===== src/design/bsd_pkg.sv =====
// ----------------------------------------------------------------------------
// bsd_pkg
// shared types and constants of the bounded sorted deque
// ----------------------------------------------------------------------------
package bsd_pkg;

  localparam int CAPACITY   = 16;
  localparam int DATA_W     = 32;
  localparam int AW         = $clog2(CAPACITY);
  localparam int DEPTH      = 1 << AW;
  localparam int CNT_W      = $clog2(CAPACITY + 1);
  localparam int IN_USER_W  = 3;
  localparam int IN_DATA_W  = ((DATA_W + 7) / 8) * 8;
  localparam int OUT_USER_W = 2;
  localparam int OUT_DATA_W = ((DATA_W + 2 * CNT_W + 7) / 8) * 8;

  // bit positions inside the result tdata
  localparam int ELEM_LO  = 0;
  localparam int MATCH_LO = DATA_W;
  localparam int FILL_LO  = DATA_W + CNT_W;

  typedef logic [DATA_W-1:0] data_t;
  typedef logic [CNT_W-1:0]  cnt_t;
  typedef logic [AW-1:0]     addr_t;

  typedef enum logic [2:0] {
    CMD_PUSH_FRONT = 3'd0,
    CMD_PUSH_BACK  = 3'd1,
    CMD_POP_FRONT  = 3'd2,
    CMD_POP_BACK   = 3'd3,
    CMD_DELETE     = 3'd4,
    CMD_COUNT      = 3'd5,
    CMD_SORT       = 3'd6,
    CMD_SHOW       = 3'd7
  } cmd_t;

  typedef enum logic [1:0] {
    ST_OK        = 2'd0,
    ST_EMPTY     = 2'd1,
    ST_FULL      = 2'd2,
    ST_NOT_FOUND = 2'd3
  } status_t;

  typedef enum logic [3:0] {
    S_IDLE,
    S_DISPATCH,
    S_POP_LD,
    S_SCAN_RD,
    S_SCAN_CMP,
    S_DEL_RD,
    S_DEL_WR,
    S_SORT_RD0,
    S_SORT_LD0,
    S_SORT_STEP,
    S_SORT_END,
    S_EMIT_RD,
    S_EMIT_LD,
    S_RESP
  } state_t;

endpackage


===== src/design/bsd_ram.sv =====
// ----------------------------------------------------------------------------
// bsd_ram
// generic single-write, single-read ram with registered read data
// ----------------------------------------------------------------------------
module bsd_ram #(
  parameter int WIDTH = 32,
  parameter int DEPTH = 16
) (
  input  logic                     clk,
  input  logic                     we,
  input  logic [$clog2(DEPTH)-1:0] waddr,
  input  logic [WIDTH-1:0]         wdata,
  input  logic [$clog2(DEPTH)-1:0] raddr,
  output logic [WIDTH-1:0]         rdata
);

  logic [WIDTH-1:0] mem [DEPTH];
  logic [WIDTH-1:0] rdata_r;

  always_ff @(posedge clk) begin
    if (we) begin
      mem[waddr] <= wdata;
    end
    rdata_r <= mem[raddr];
  end

  assign rdata = rdata_r;

endmodule


===== src/design/bounded_sorted_deque_unit.sv =====
// ----------------------------------------------------------------------------
// bounded_sorted_deque_unit
// deque of up to CAPACITY signed words with delete, count and stable sort
// ----------------------------------------------------------------------------
// usage
//   input channel: in_tuser carries the command, in_tdata the value. one
//   command is taken at a time; in_tready is high only while the unit is idle
//   result channel: one transfer per result, out_tlast on the final result of
//   a command. show and sort give one transfer per element, front to back
//   count and delete scan the store front to back; delete then closes the
//   gap by shifting the later elements forward. sort runs bubble passes and
//   then gives the elements as show does. all storage work goes through one
//   ram port pair and one shared comparator
//   the cells live in a circular ram indexed from a head pointer, so pushes
//   and pops at either end need no shifting
//   reset: synchronous, active low; the store comes up empty, ram contents
//   are not cleared (never read before written)
//   stall: a result waits in the output register until out_tready; the
//   sequencer does not advance meanwhile
// ----------------------------------------------------------------------------
module bounded_sorted_deque_unit
  import bsd_pkg::*;
(
  input  logic                  clk,
  input  logic                  rst_n,
  // command channel
  input  logic                  in_tvalid,
  output logic                  in_tready,
  input  logic [IN_DATA_W-1:0]  in_tdata,   // [31:0] value
  input  logic [IN_USER_W-1:0]  in_tuser,   // [2:0] command
  // result channel
  output logic                  out_tvalid,
  input  logic                  out_tready,
  output logic [OUT_DATA_W-1:0] out_tdata,  // element, match_count, fill, zero pad
  output logic [OUT_USER_W-1:0] out_tuser,  // [1:0] status
  output logic                  out_tlast
);

  // control state
  state_t state_r, state_nxt;
  addr_t  head_r, head_nxt;
  cnt_t   occ_r, occ_nxt;

  // sequencer payload
  cmd_t   cmd_r, cmd_nxt;
  data_t  value_r, value_nxt;
  cnt_t   idx_r, idx_nxt;      // logical index being walked
  cnt_t   end_r, end_nxt;      // last index of the current sort pass
  cnt_t   cnt_r, cnt_nxt;      // running match count
  data_t  carry_r, carry_nxt;  // element being bubbled up

  // output register
  status_t out_status_r, out_status_nxt;
  data_t   out_elem_r, out_elem_nxt;
  cnt_t    out_match_r, out_match_nxt;
  cnt_t    out_fill_r, out_fill_nxt;
  logic    out_last_r, out_last_nxt;

  // ram port
  logic  ram_we;
  addr_t ram_waddr, ram_raddr;
  data_t ram_wdata, ram_rdata;

  // shared comparator
  data_t cmp_b;
  logic  cmp_eq, cmp_lt;

  logic  in_xfer, out_xfer;
  logic  is_full, is_empty;
  cnt_t  last_idx;
  logic  at_last, at_end, del_done;

  // logical index to ram address around the head pointer
  function automatic addr_t phys(input addr_t head, input cnt_t idx);
    return addr_t'(head + idx[AW-1:0]);
  endfunction

  bsd_ram #(
    .WIDTH (DATA_W),
    .DEPTH (DEPTH)
  ) u_cells (
    .clk   (clk),
    .we    (ram_we),
    .waddr (ram_waddr),
    .wdata (ram_wdata),
    .raddr (ram_raddr),
    .rdata (ram_rdata)
  );

  assign in_xfer  = in_tvalid && in_tready;
  assign out_xfer = out_tvalid && out_tready;

  assign is_full  = (occ_r == cnt_t'(CAPACITY));
  assign is_empty = (occ_r == '0);
  assign last_idx = cnt_t'(occ_r - 1'b1);
  assign at_last  = (idx_r == last_idx);
  assign at_end   = (idx_r == end_r);
  assign del_done = (cnt_t'(idx_r + 1'b1) == last_idx);

  // sort compares against the bubbled element, scans against the command value
  assign cmp_b  = (state_r == S_SORT_STEP) ? carry_r : value_r;
  assign cmp_eq = (ram_rdata == cmp_b);
  assign cmp_lt = ($signed(ram_rdata) < $signed(cmp_b));

  // next state
  always_comb begin
    state_nxt = state_r;
    case (state_r)
      S_IDLE: begin
        if (in_xfer) begin
          state_nxt = S_DISPATCH;
        end
      end
      S_DISPATCH: begin
        if (cmd_r inside {CMD_PUSH_FRONT, CMD_PUSH_BACK}) begin
          state_nxt = S_RESP;
        end else if (is_empty) begin
          state_nxt = S_RESP;
        end else begin
          case (cmd_r)
            CMD_POP_FRONT, CMD_POP_BACK: state_nxt = S_POP_LD;
            CMD_DELETE, CMD_COUNT:       state_nxt = S_SCAN_RD;
            CMD_SORT: begin
              state_nxt = (occ_r == cnt_t'(1)) ? S_EMIT_RD : S_SORT_RD0;
            end
            default:                     state_nxt = S_EMIT_RD;
          endcase
        end
      end
      S_POP_LD:   state_nxt = S_RESP;
      S_SCAN_RD:  state_nxt = S_SCAN_CMP;
      S_SCAN_CMP: begin
        if (cmd_r == CMD_DELETE && cmp_eq) begin
          state_nxt = at_last ? S_RESP : S_DEL_RD;
        end else if (at_last) begin
          state_nxt = S_RESP;
        end else begin
          state_nxt = S_SCAN_RD;
        end
      end
      S_DEL_RD:   state_nxt = S_DEL_WR;
      S_DEL_WR: begin
        if (del_done) begin
          state_nxt = S_RESP;
        end
      end
      S_SORT_RD0: state_nxt = S_SORT_LD0;
      S_SORT_LD0: state_nxt = S_SORT_STEP;
      S_SORT_STEP: begin
        if (at_end) begin
          state_nxt = S_SORT_END;
        end
      end
      S_SORT_END: begin
        state_nxt = (end_r == cnt_t'(1)) ? S_EMIT_RD : S_SORT_RD0;
      end
      S_EMIT_RD:  state_nxt = S_EMIT_LD;
      S_EMIT_LD:  state_nxt = S_RESP;
      S_RESP: begin
        if (out_xfer) begin
          state_nxt = out_last_r ? S_IDLE : S_EMIT_RD;
        end
      end
      default:    state_nxt = S_IDLE;
    endcase
  end

  // datapath and ram control
  always_comb begin
    head_nxt       = head_r;
    occ_nxt        = occ_r;
    cmd_nxt        = cmd_r;
    value_nxt      = value_r;
    idx_nxt        = idx_r;
    end_nxt        = end_r;
    cnt_nxt        = cnt_r;
    carry_nxt      = carry_r;
    out_status_nxt = out_status_r;
    out_elem_nxt   = out_elem_r;
    out_match_nxt  = out_match_r;
    out_fill_nxt   = out_fill_r;
    out_last_nxt   = out_last_r;
    ram_we         = 1'b0;
    ram_waddr      = phys(head_r, idx_r);
    ram_wdata      = value_r;
    ram_raddr      = phys(head_r, idx_r);

    case (state_r)
      S_IDLE: begin
        if (in_xfer) begin
          cmd_nxt   = cmd_t'(in_tuser[2:0]);
          value_nxt = in_tdata[DATA_W-1:0];
          idx_nxt   = '0;
          cnt_nxt   = '0;
        end
      end
      S_DISPATCH: begin
        // default single-result response
        out_status_nxt = ST_OK;
        out_elem_nxt   = '0;
        out_match_nxt  = '0;
        out_fill_nxt   = occ_r;
        out_last_nxt   = 1'b1;
        if (cmd_r inside {CMD_PUSH_FRONT, CMD_PUSH_BACK}) begin
          if (is_full) begin
            out_status_nxt = ST_FULL;
          end else begin
            ram_we       = 1'b1;
            occ_nxt      = cnt_t'(occ_r + 1'b1);
            out_fill_nxt = cnt_t'(occ_r + 1'b1);
            if (cmd_r == CMD_PUSH_FRONT) begin
              head_nxt  = addr_t'(head_r - 1'b1);
              ram_waddr = addr_t'(head_r - 1'b1);
            end else begin
              ram_waddr = phys(head_r, occ_r);
            end
          end
        end else if (is_empty) begin
          out_status_nxt = ST_EMPTY;
        end else begin
          case (cmd_r)
            CMD_POP_FRONT: ram_raddr = head_r;
            CMD_POP_BACK:  ram_raddr = phys(head_r, last_idx);
            CMD_SORT:      end_nxt   = last_idx;
            default:       ram_raddr = phys(head_r, idx_r);
          endcase
        end
      end
      S_POP_LD: begin
        out_elem_nxt = ram_rdata;
        occ_nxt      = last_idx;
        out_fill_nxt = last_idx;
        if (cmd_r == CMD_POP_FRONT) begin
          head_nxt = addr_t'(head_r + 1'b1);
        end
      end
      S_SCAN_RD: begin
        ram_raddr = phys(head_r, idx_r);
      end
      S_SCAN_CMP: begin
        if (cmd_r == CMD_COUNT && cmp_eq) begin
          cnt_nxt = cnt_t'(cnt_r + 1'b1);
        end
        if (cmd_r == CMD_DELETE && cmp_eq) begin
          if (at_last) begin
            // match on the back element: nothing to close up
            occ_nxt      = last_idx;
            out_fill_nxt = last_idx;
          end
        end else if (at_last) begin
          if (cmd_r == CMD_COUNT) begin
            out_match_nxt = cnt_t'(cnt_r + cnt_t'(cmp_eq));
          end else begin
            out_status_nxt = ST_NOT_FOUND;
          end
        end else begin
          idx_nxt = cnt_t'(idx_r + 1'b1);
        end
      end
      S_DEL_RD: begin
        ram_raddr = phys(head_r, cnt_t'(idx_r + 1'b1));
      end
      S_DEL_WR: begin
        // close the gap one cell per cycle
        ram_we    = 1'b1;
        ram_waddr = phys(head_r, idx_r);
        ram_wdata = ram_rdata;
        if (del_done) begin
          occ_nxt      = last_idx;
          out_fill_nxt = last_idx;
        end else begin
          ram_raddr = phys(head_r, cnt_t'(idx_r + 2'd2));
          idx_nxt   = cnt_t'(idx_r + 1'b1);
        end
      end
      S_SORT_RD0: begin
        ram_raddr = head_r;
        idx_nxt   = cnt_t'(1);
      end
      S_SORT_LD0: begin
        carry_nxt = ram_rdata;
        ram_raddr = phys(head_r, idx_r);
      end
      S_SORT_STEP: begin
        // strict less-than keeps equal values in order
        ram_we    = 1'b1;
        ram_waddr = phys(head_r, cnt_t'(idx_r - 1'b1));
        if (cmp_lt) begin
          ram_wdata = ram_rdata;
        end else begin
          ram_wdata = carry_r;
          carry_nxt = ram_rdata;
        end
        if (!at_end) begin
          ram_raddr = phys(head_r, cnt_t'(idx_r + 1'b1));
          idx_nxt   = cnt_t'(idx_r + 1'b1);
        end
      end
      S_SORT_END: begin
        ram_we    = 1'b1;
        ram_waddr = phys(head_r, end_r);
        ram_wdata = carry_r;
        end_nxt   = cnt_t'(end_r - 1'b1);
        idx_nxt   = '0;
      end
      S_EMIT_RD: begin
        ram_raddr = phys(head_r, idx_r);
      end
      S_EMIT_LD: begin
        out_status_nxt = ST_OK;
        out_elem_nxt   = ram_rdata;
        out_match_nxt  = '0;
        out_fill_nxt   = occ_r;
        out_last_nxt   = at_last;
      end
      S_RESP: begin
        if (out_xfer && !out_last_r) begin
          idx_nxt = cnt_t'(idx_r + 1'b1);
        end
      end
      default: begin
        ram_we = 1'b0;
      end
    endcase
  end

  // control registers
  always_ff @(posedge clk) begin
    if (!rst_n) begin
      state_r <= S_IDLE;
      head_r  <= '0;
      occ_r   <= '0;
    end else begin
      state_r <= state_nxt;
      head_r  <= head_nxt;
      occ_r   <= occ_nxt;
    end
  end

  // payload registers
  always_ff @(posedge clk) begin
    cmd_r        <= cmd_nxt;
    value_r      <= value_nxt;
    idx_r        <= idx_nxt;
    end_r        <= end_nxt;
    cnt_r        <= cnt_nxt;
    carry_r      <= carry_nxt;
    out_status_r <= out_status_nxt;
    out_elem_r   <= out_elem_nxt;
    out_match_r  <= out_match_nxt;
    out_fill_r   <= out_fill_nxt;
    out_last_r   <= out_last_nxt;
  end

  // port side
  assign in_tready  = (state_r == S_IDLE);
  assign out_tvalid = (state_r == S_RESP);
  assign out_tuser  = out_status_r;
  assign out_tlast  = out_last_r;

  always_comb begin
    out_tdata                            = '0;
    out_tdata[ELEM_LO +: DATA_W]         = out_elem_r;
    out_tdata[MATCH_LO +: CNT_W]         = out_match_r;
    out_tdata[FILL_LO +: CNT_W]          = out_fill_r;
  end

  // checks
  a_occ_bound: assert property (@(posedge clk) disable iff (!rst_n)
    occ_r <= cnt_t'(CAPACITY))
    else $error("occupancy above capacity");

  a_one_side: assert property (@(posedge clk) disable iff (!rst_n)
    !(in_tready && out_tvalid))
    else $error("command taken while a result is pending");

  a_back_to_idle: assert property (@(posedge clk) disable iff (!rst_n)
    (out_tvalid && out_tready && out_tlast) |=> in_tready)
    else $error("no return to idle after final result");

  a_full_fill: assert property (@(posedge clk) disable iff (!rst_n)
    (out_tvalid && out_tuser == ST_FULL) |-> (out_fill_r == cnt_t'(CAPACITY)))
    else $error("full status with store not full");

endmodule


===== config.mk =====
export PLATFORM = sky130hd
export DESIGN_NAME = bounded_sorted_deque_unit
export DESIGN_NICKNAME = d
export VERILOG_FILES = /design/src/design/bsd_pkg.sv /design/src/design/bsd_ram.sv /design/src/design/bounded_sorted_deque_unit.sv
export SDC_FILE = /design/constraint.sdc
export NUM_CORES = 1
export LEC_CHECK = 0
export BUFFER_PORTS_ARGS = -buffer_cell sky130_fd_sc_hd__buf_2
export CAP_MARGIN = 20
export CORE_AREA = 2 2 264 462
export DETAILED_ROUTE_END_ITERATION = 6
export DIE_AREA = 0 0 266 464
export GPL_TIMING_DRIVEN = 1
export SYNTH_ARGS = -nofsm -noshare
export SYNTH_HDL_FRONTEND = slang
export SYNTH_SLANG_ARGS = --single-unit

===== constraint.sdc =====
create_clock -name clk -period 4.7 [get_ports clk]
set_input_delay 0.47 -clock clk [delete_from_list [all_inputs] [get_ports clk]]
set_output_delay 0.47 -clock clk [all_outputs]
set_load 0.01 [all_outputs]

==> metrics.txt <==
area leader, netlist=edfxtp_1; met2 WL=38400 um; Placed Cells=3238; Initial Util=25.0%; fin cells=3384; Post-synth EDFFs=639; worst hold path type=input pin to register; Final Core Density=29.4%; fmax=0.223 GHz; Worst Path Required=4.99 ns; Max-slew headroom=31.0%; # port buffers=85; WL/cell=23.2 um; gpl congestion=0.889; GRT overflow=0; most frequent cells after synthesis=639 x edfxtp_1, 134 x mux2i_1, 98 x mux4_1; WL final=78300 um; most area-consuming cells after synthesis=edfxtp_1 64%, mux4_1 8.6%, mux2i_1 4.5%; GRT Util Overall=12.5%; area grow syn2layout=17.6%; first-pass GRT wire length=113000 um; most frequent cell after synthesis=edfxtp_1; CP Capture Type=register; ys async rst share=0%; clk sink count=684; clk buf depth=3; number of nets in the layout=1905; post-synthesis average cell area=18.1 um^2; RSZ-0062 raised after global routing=no; number of CTS-inserted buffers=71; Pins Over Slew Limit=0; core box area=119000 um^2; layout cell share with drive strength beyond 1=19.3%; Placement Rows=168; clock slew at reported path FFs=0.06 ns; Tmin final=4.48 ns; Vias per Instance=4.75; number of detailed-routing iterations run before antenna repair=6; crit path DAT=4.76 ns; CTS tree=built; Max VDD drop=0.540 mV; Mapped Cells=1647; initial antenna violation count=2; CP Max Fanout=21; Final Hold Violating Endpoints=0; CP Launch Type=register; met3 wire len=4430 um; die height=464 um; Antenna Cells=0; DR iter-0 viols=1445; number of synthesized register bits=684; leakage=12.2 nW; I/O pins=92; Die Span X=266 um; WS Path Type=register to register; main flop type after synthesis=edfxtp_1; clock skew=0.0379 ns; worst-skew pair later-pin latency=0.64 ns; Ys Warns=0; drc violations=0; DRT antenna net count=0; Seq/Total Area, Yosys=67.4%; setup tns final=0 ns; DP HPWL=46900 um; worst slew pin tran=1.03 ns; synthesized area=29800 um^2; clk root buf=clkbuf_16; pin count of the biggest net entering global routing=45; die area=123000 um^2; Cell Pwr Density=710 nW/um^2; fill cell count=11700; H-tree depth=3; Top Metal Used=met4; smallest hold slack=0.0298 ns; post-synth top area share=64.4%; period utilization=95.3%; Setup Viol. Count Final=0; WL met1=33100 um; outcome=finished, final reports clean; total power=24.9 mW; vias in the first global route=16700; Vias=16100; max-cap violations=0; post-synth cell types=88
-- registers in the layout, indices dropped and copies added (netlist names) --
| register | cells |
|---|---|
| u_cells.mem | 512 |
| carry_r | 32 |
| out_elem_r | 32 |
| u_cells.rdata | 32 |
| value_r | 32 |
| cnt_r | 5 |
| end_r | 5 |
| idx_r | 5 |
| occ_r | 5 |
| out_fill_r | 5 |
| out_match_r | 5 |
| head_r | 4 |
| state_r | 4 |
| cmd_r | 3 |
| out_tuser | 2 |
| out_tlast | 1 |
-- worst max-delay path, cell delays in order, from the launching register on --
cell      delay (ns)
dfxtp_1         0.33
nor2_2          0.30
and3_2          0.29
buf_12          0.22
mux2i_1         0.24
ha_1            0.28
a21o_1          0.17
a21o_1          0.17
a211o_1         0.28
a21oi_1         0.37
o211ai_1        0.20
mux2i_2         0.34
o21ai_4         0.10
buf_4           0.24
a221o_1         0.57
-- where the power goes --
part	total [mW]	switching, mW	internal, mW
registers	9.04	0.719	8.32
clock network	5.88	2.32	3.55
logic	9.98	5.56	4.43
total	24.9	8.60	16.3
-- per-layer routing --
layer / global-route usage [%] / vias up
met5: 0 / -
met4: 4.96 / 0
met3: 1.96 / 137
met2: 21.2 / 619
met1: 15.9 / 8360
li1: - / 6956
-- final timing paths --
check / endpoint / slack (ns) / cells after the start / startpoint
hold reg to reg: carry_r[22]$_DFFE_PP_ / 0.51 / 0 / u_cells.rdata[22]$_DFF_P_
setup reg to reg: u_cells.mem[1][28]$_DFFE_PP_ / 0.22 / 14 / state_r[1]$_SDFFE_PN0P_
hold / removal: value_r[6]$_DFFE_PP_ / 0.03 / 1 / in_tdata[6]
setup / recovery: u_cells.mem[1][28]$_DFFE_PP_ / 0.22 / 14 / state_r[1]$_SDFFE_PN0P_
-- logic make-up (layout without fill, tap and decap cells) --
group	after synthesis	in the layout	synth area share, %
mux	264	264	15.5
flops	684	684	67.4
xor+xnor	55	55	1.81
fa+ha+maj	70	70	3.12
compound gates	174	174	4.25
other cells	1	6	0.0126
simple gates	276	276	4.82
buf+inv	123	325	3.09
-- metrics by stage --
stage	area, um^2	setup WS, ns
after floorplan	29800	0.248
after global placement	32400	0.438
after detailed placement	32400	0.182
after CTS	35000	0.102
after global routing	35100	0.0234
final	35100	0.223
-- layout make-up --
type                       count  area (um^2)  share of cell area (%)
clock inverter                31          448                    1.28
timing repair buffer         162         1470                    4.18
tap                         1530         1910                    5.46
multi-input combinational    845         9040                    25.8
inverter                      32          120                   0.343
clock buffer                 100         1980                    5.64
sequential                   684        20100                    57.3
-- timing repair --
action                                 4_1_cts  5_1_grt
endpoints found under the hold margin       15        0
setup buffers                                0        0
setup endpoints to repair                    0      504
hold buffers                                15        0
gates resized for setup                      0       26
-- layout by cell type (no fill, tap or decap), types with 6 or more instances in the layout --
cell / instances
edfxtp_1: 639
a221o_2: 25
a21o_1: 21
xor2_1: 22
o21ai_0: 21
and3_1: 35
nand2b_1: 7
nor2b_1: 37
dfxtp_1: 45
mux2i_1: 133
mux4_2: 30
nand2_1: 54
mux4_1: 98
buf_2: 85
a221o_1: 8
buf_12: 34
clkinv_2: 10
buf_4: 28
conb_1: 6
dlygate4sd3_1: 15
nor3_1: 13
nor2_4: 17
bufinv_16: 11
a21oi_1: 40
nor2_1: 48
inv_1: 29
xnor2_1: 28
fa_1: 7
nand4_1: 12
clkbuf_16: 73
nand3_1: 22
ha_1: 63
clkbuf_1: 22
o211ai_1: 6
No activity file was read; power rests on OpenSTA's default activity.
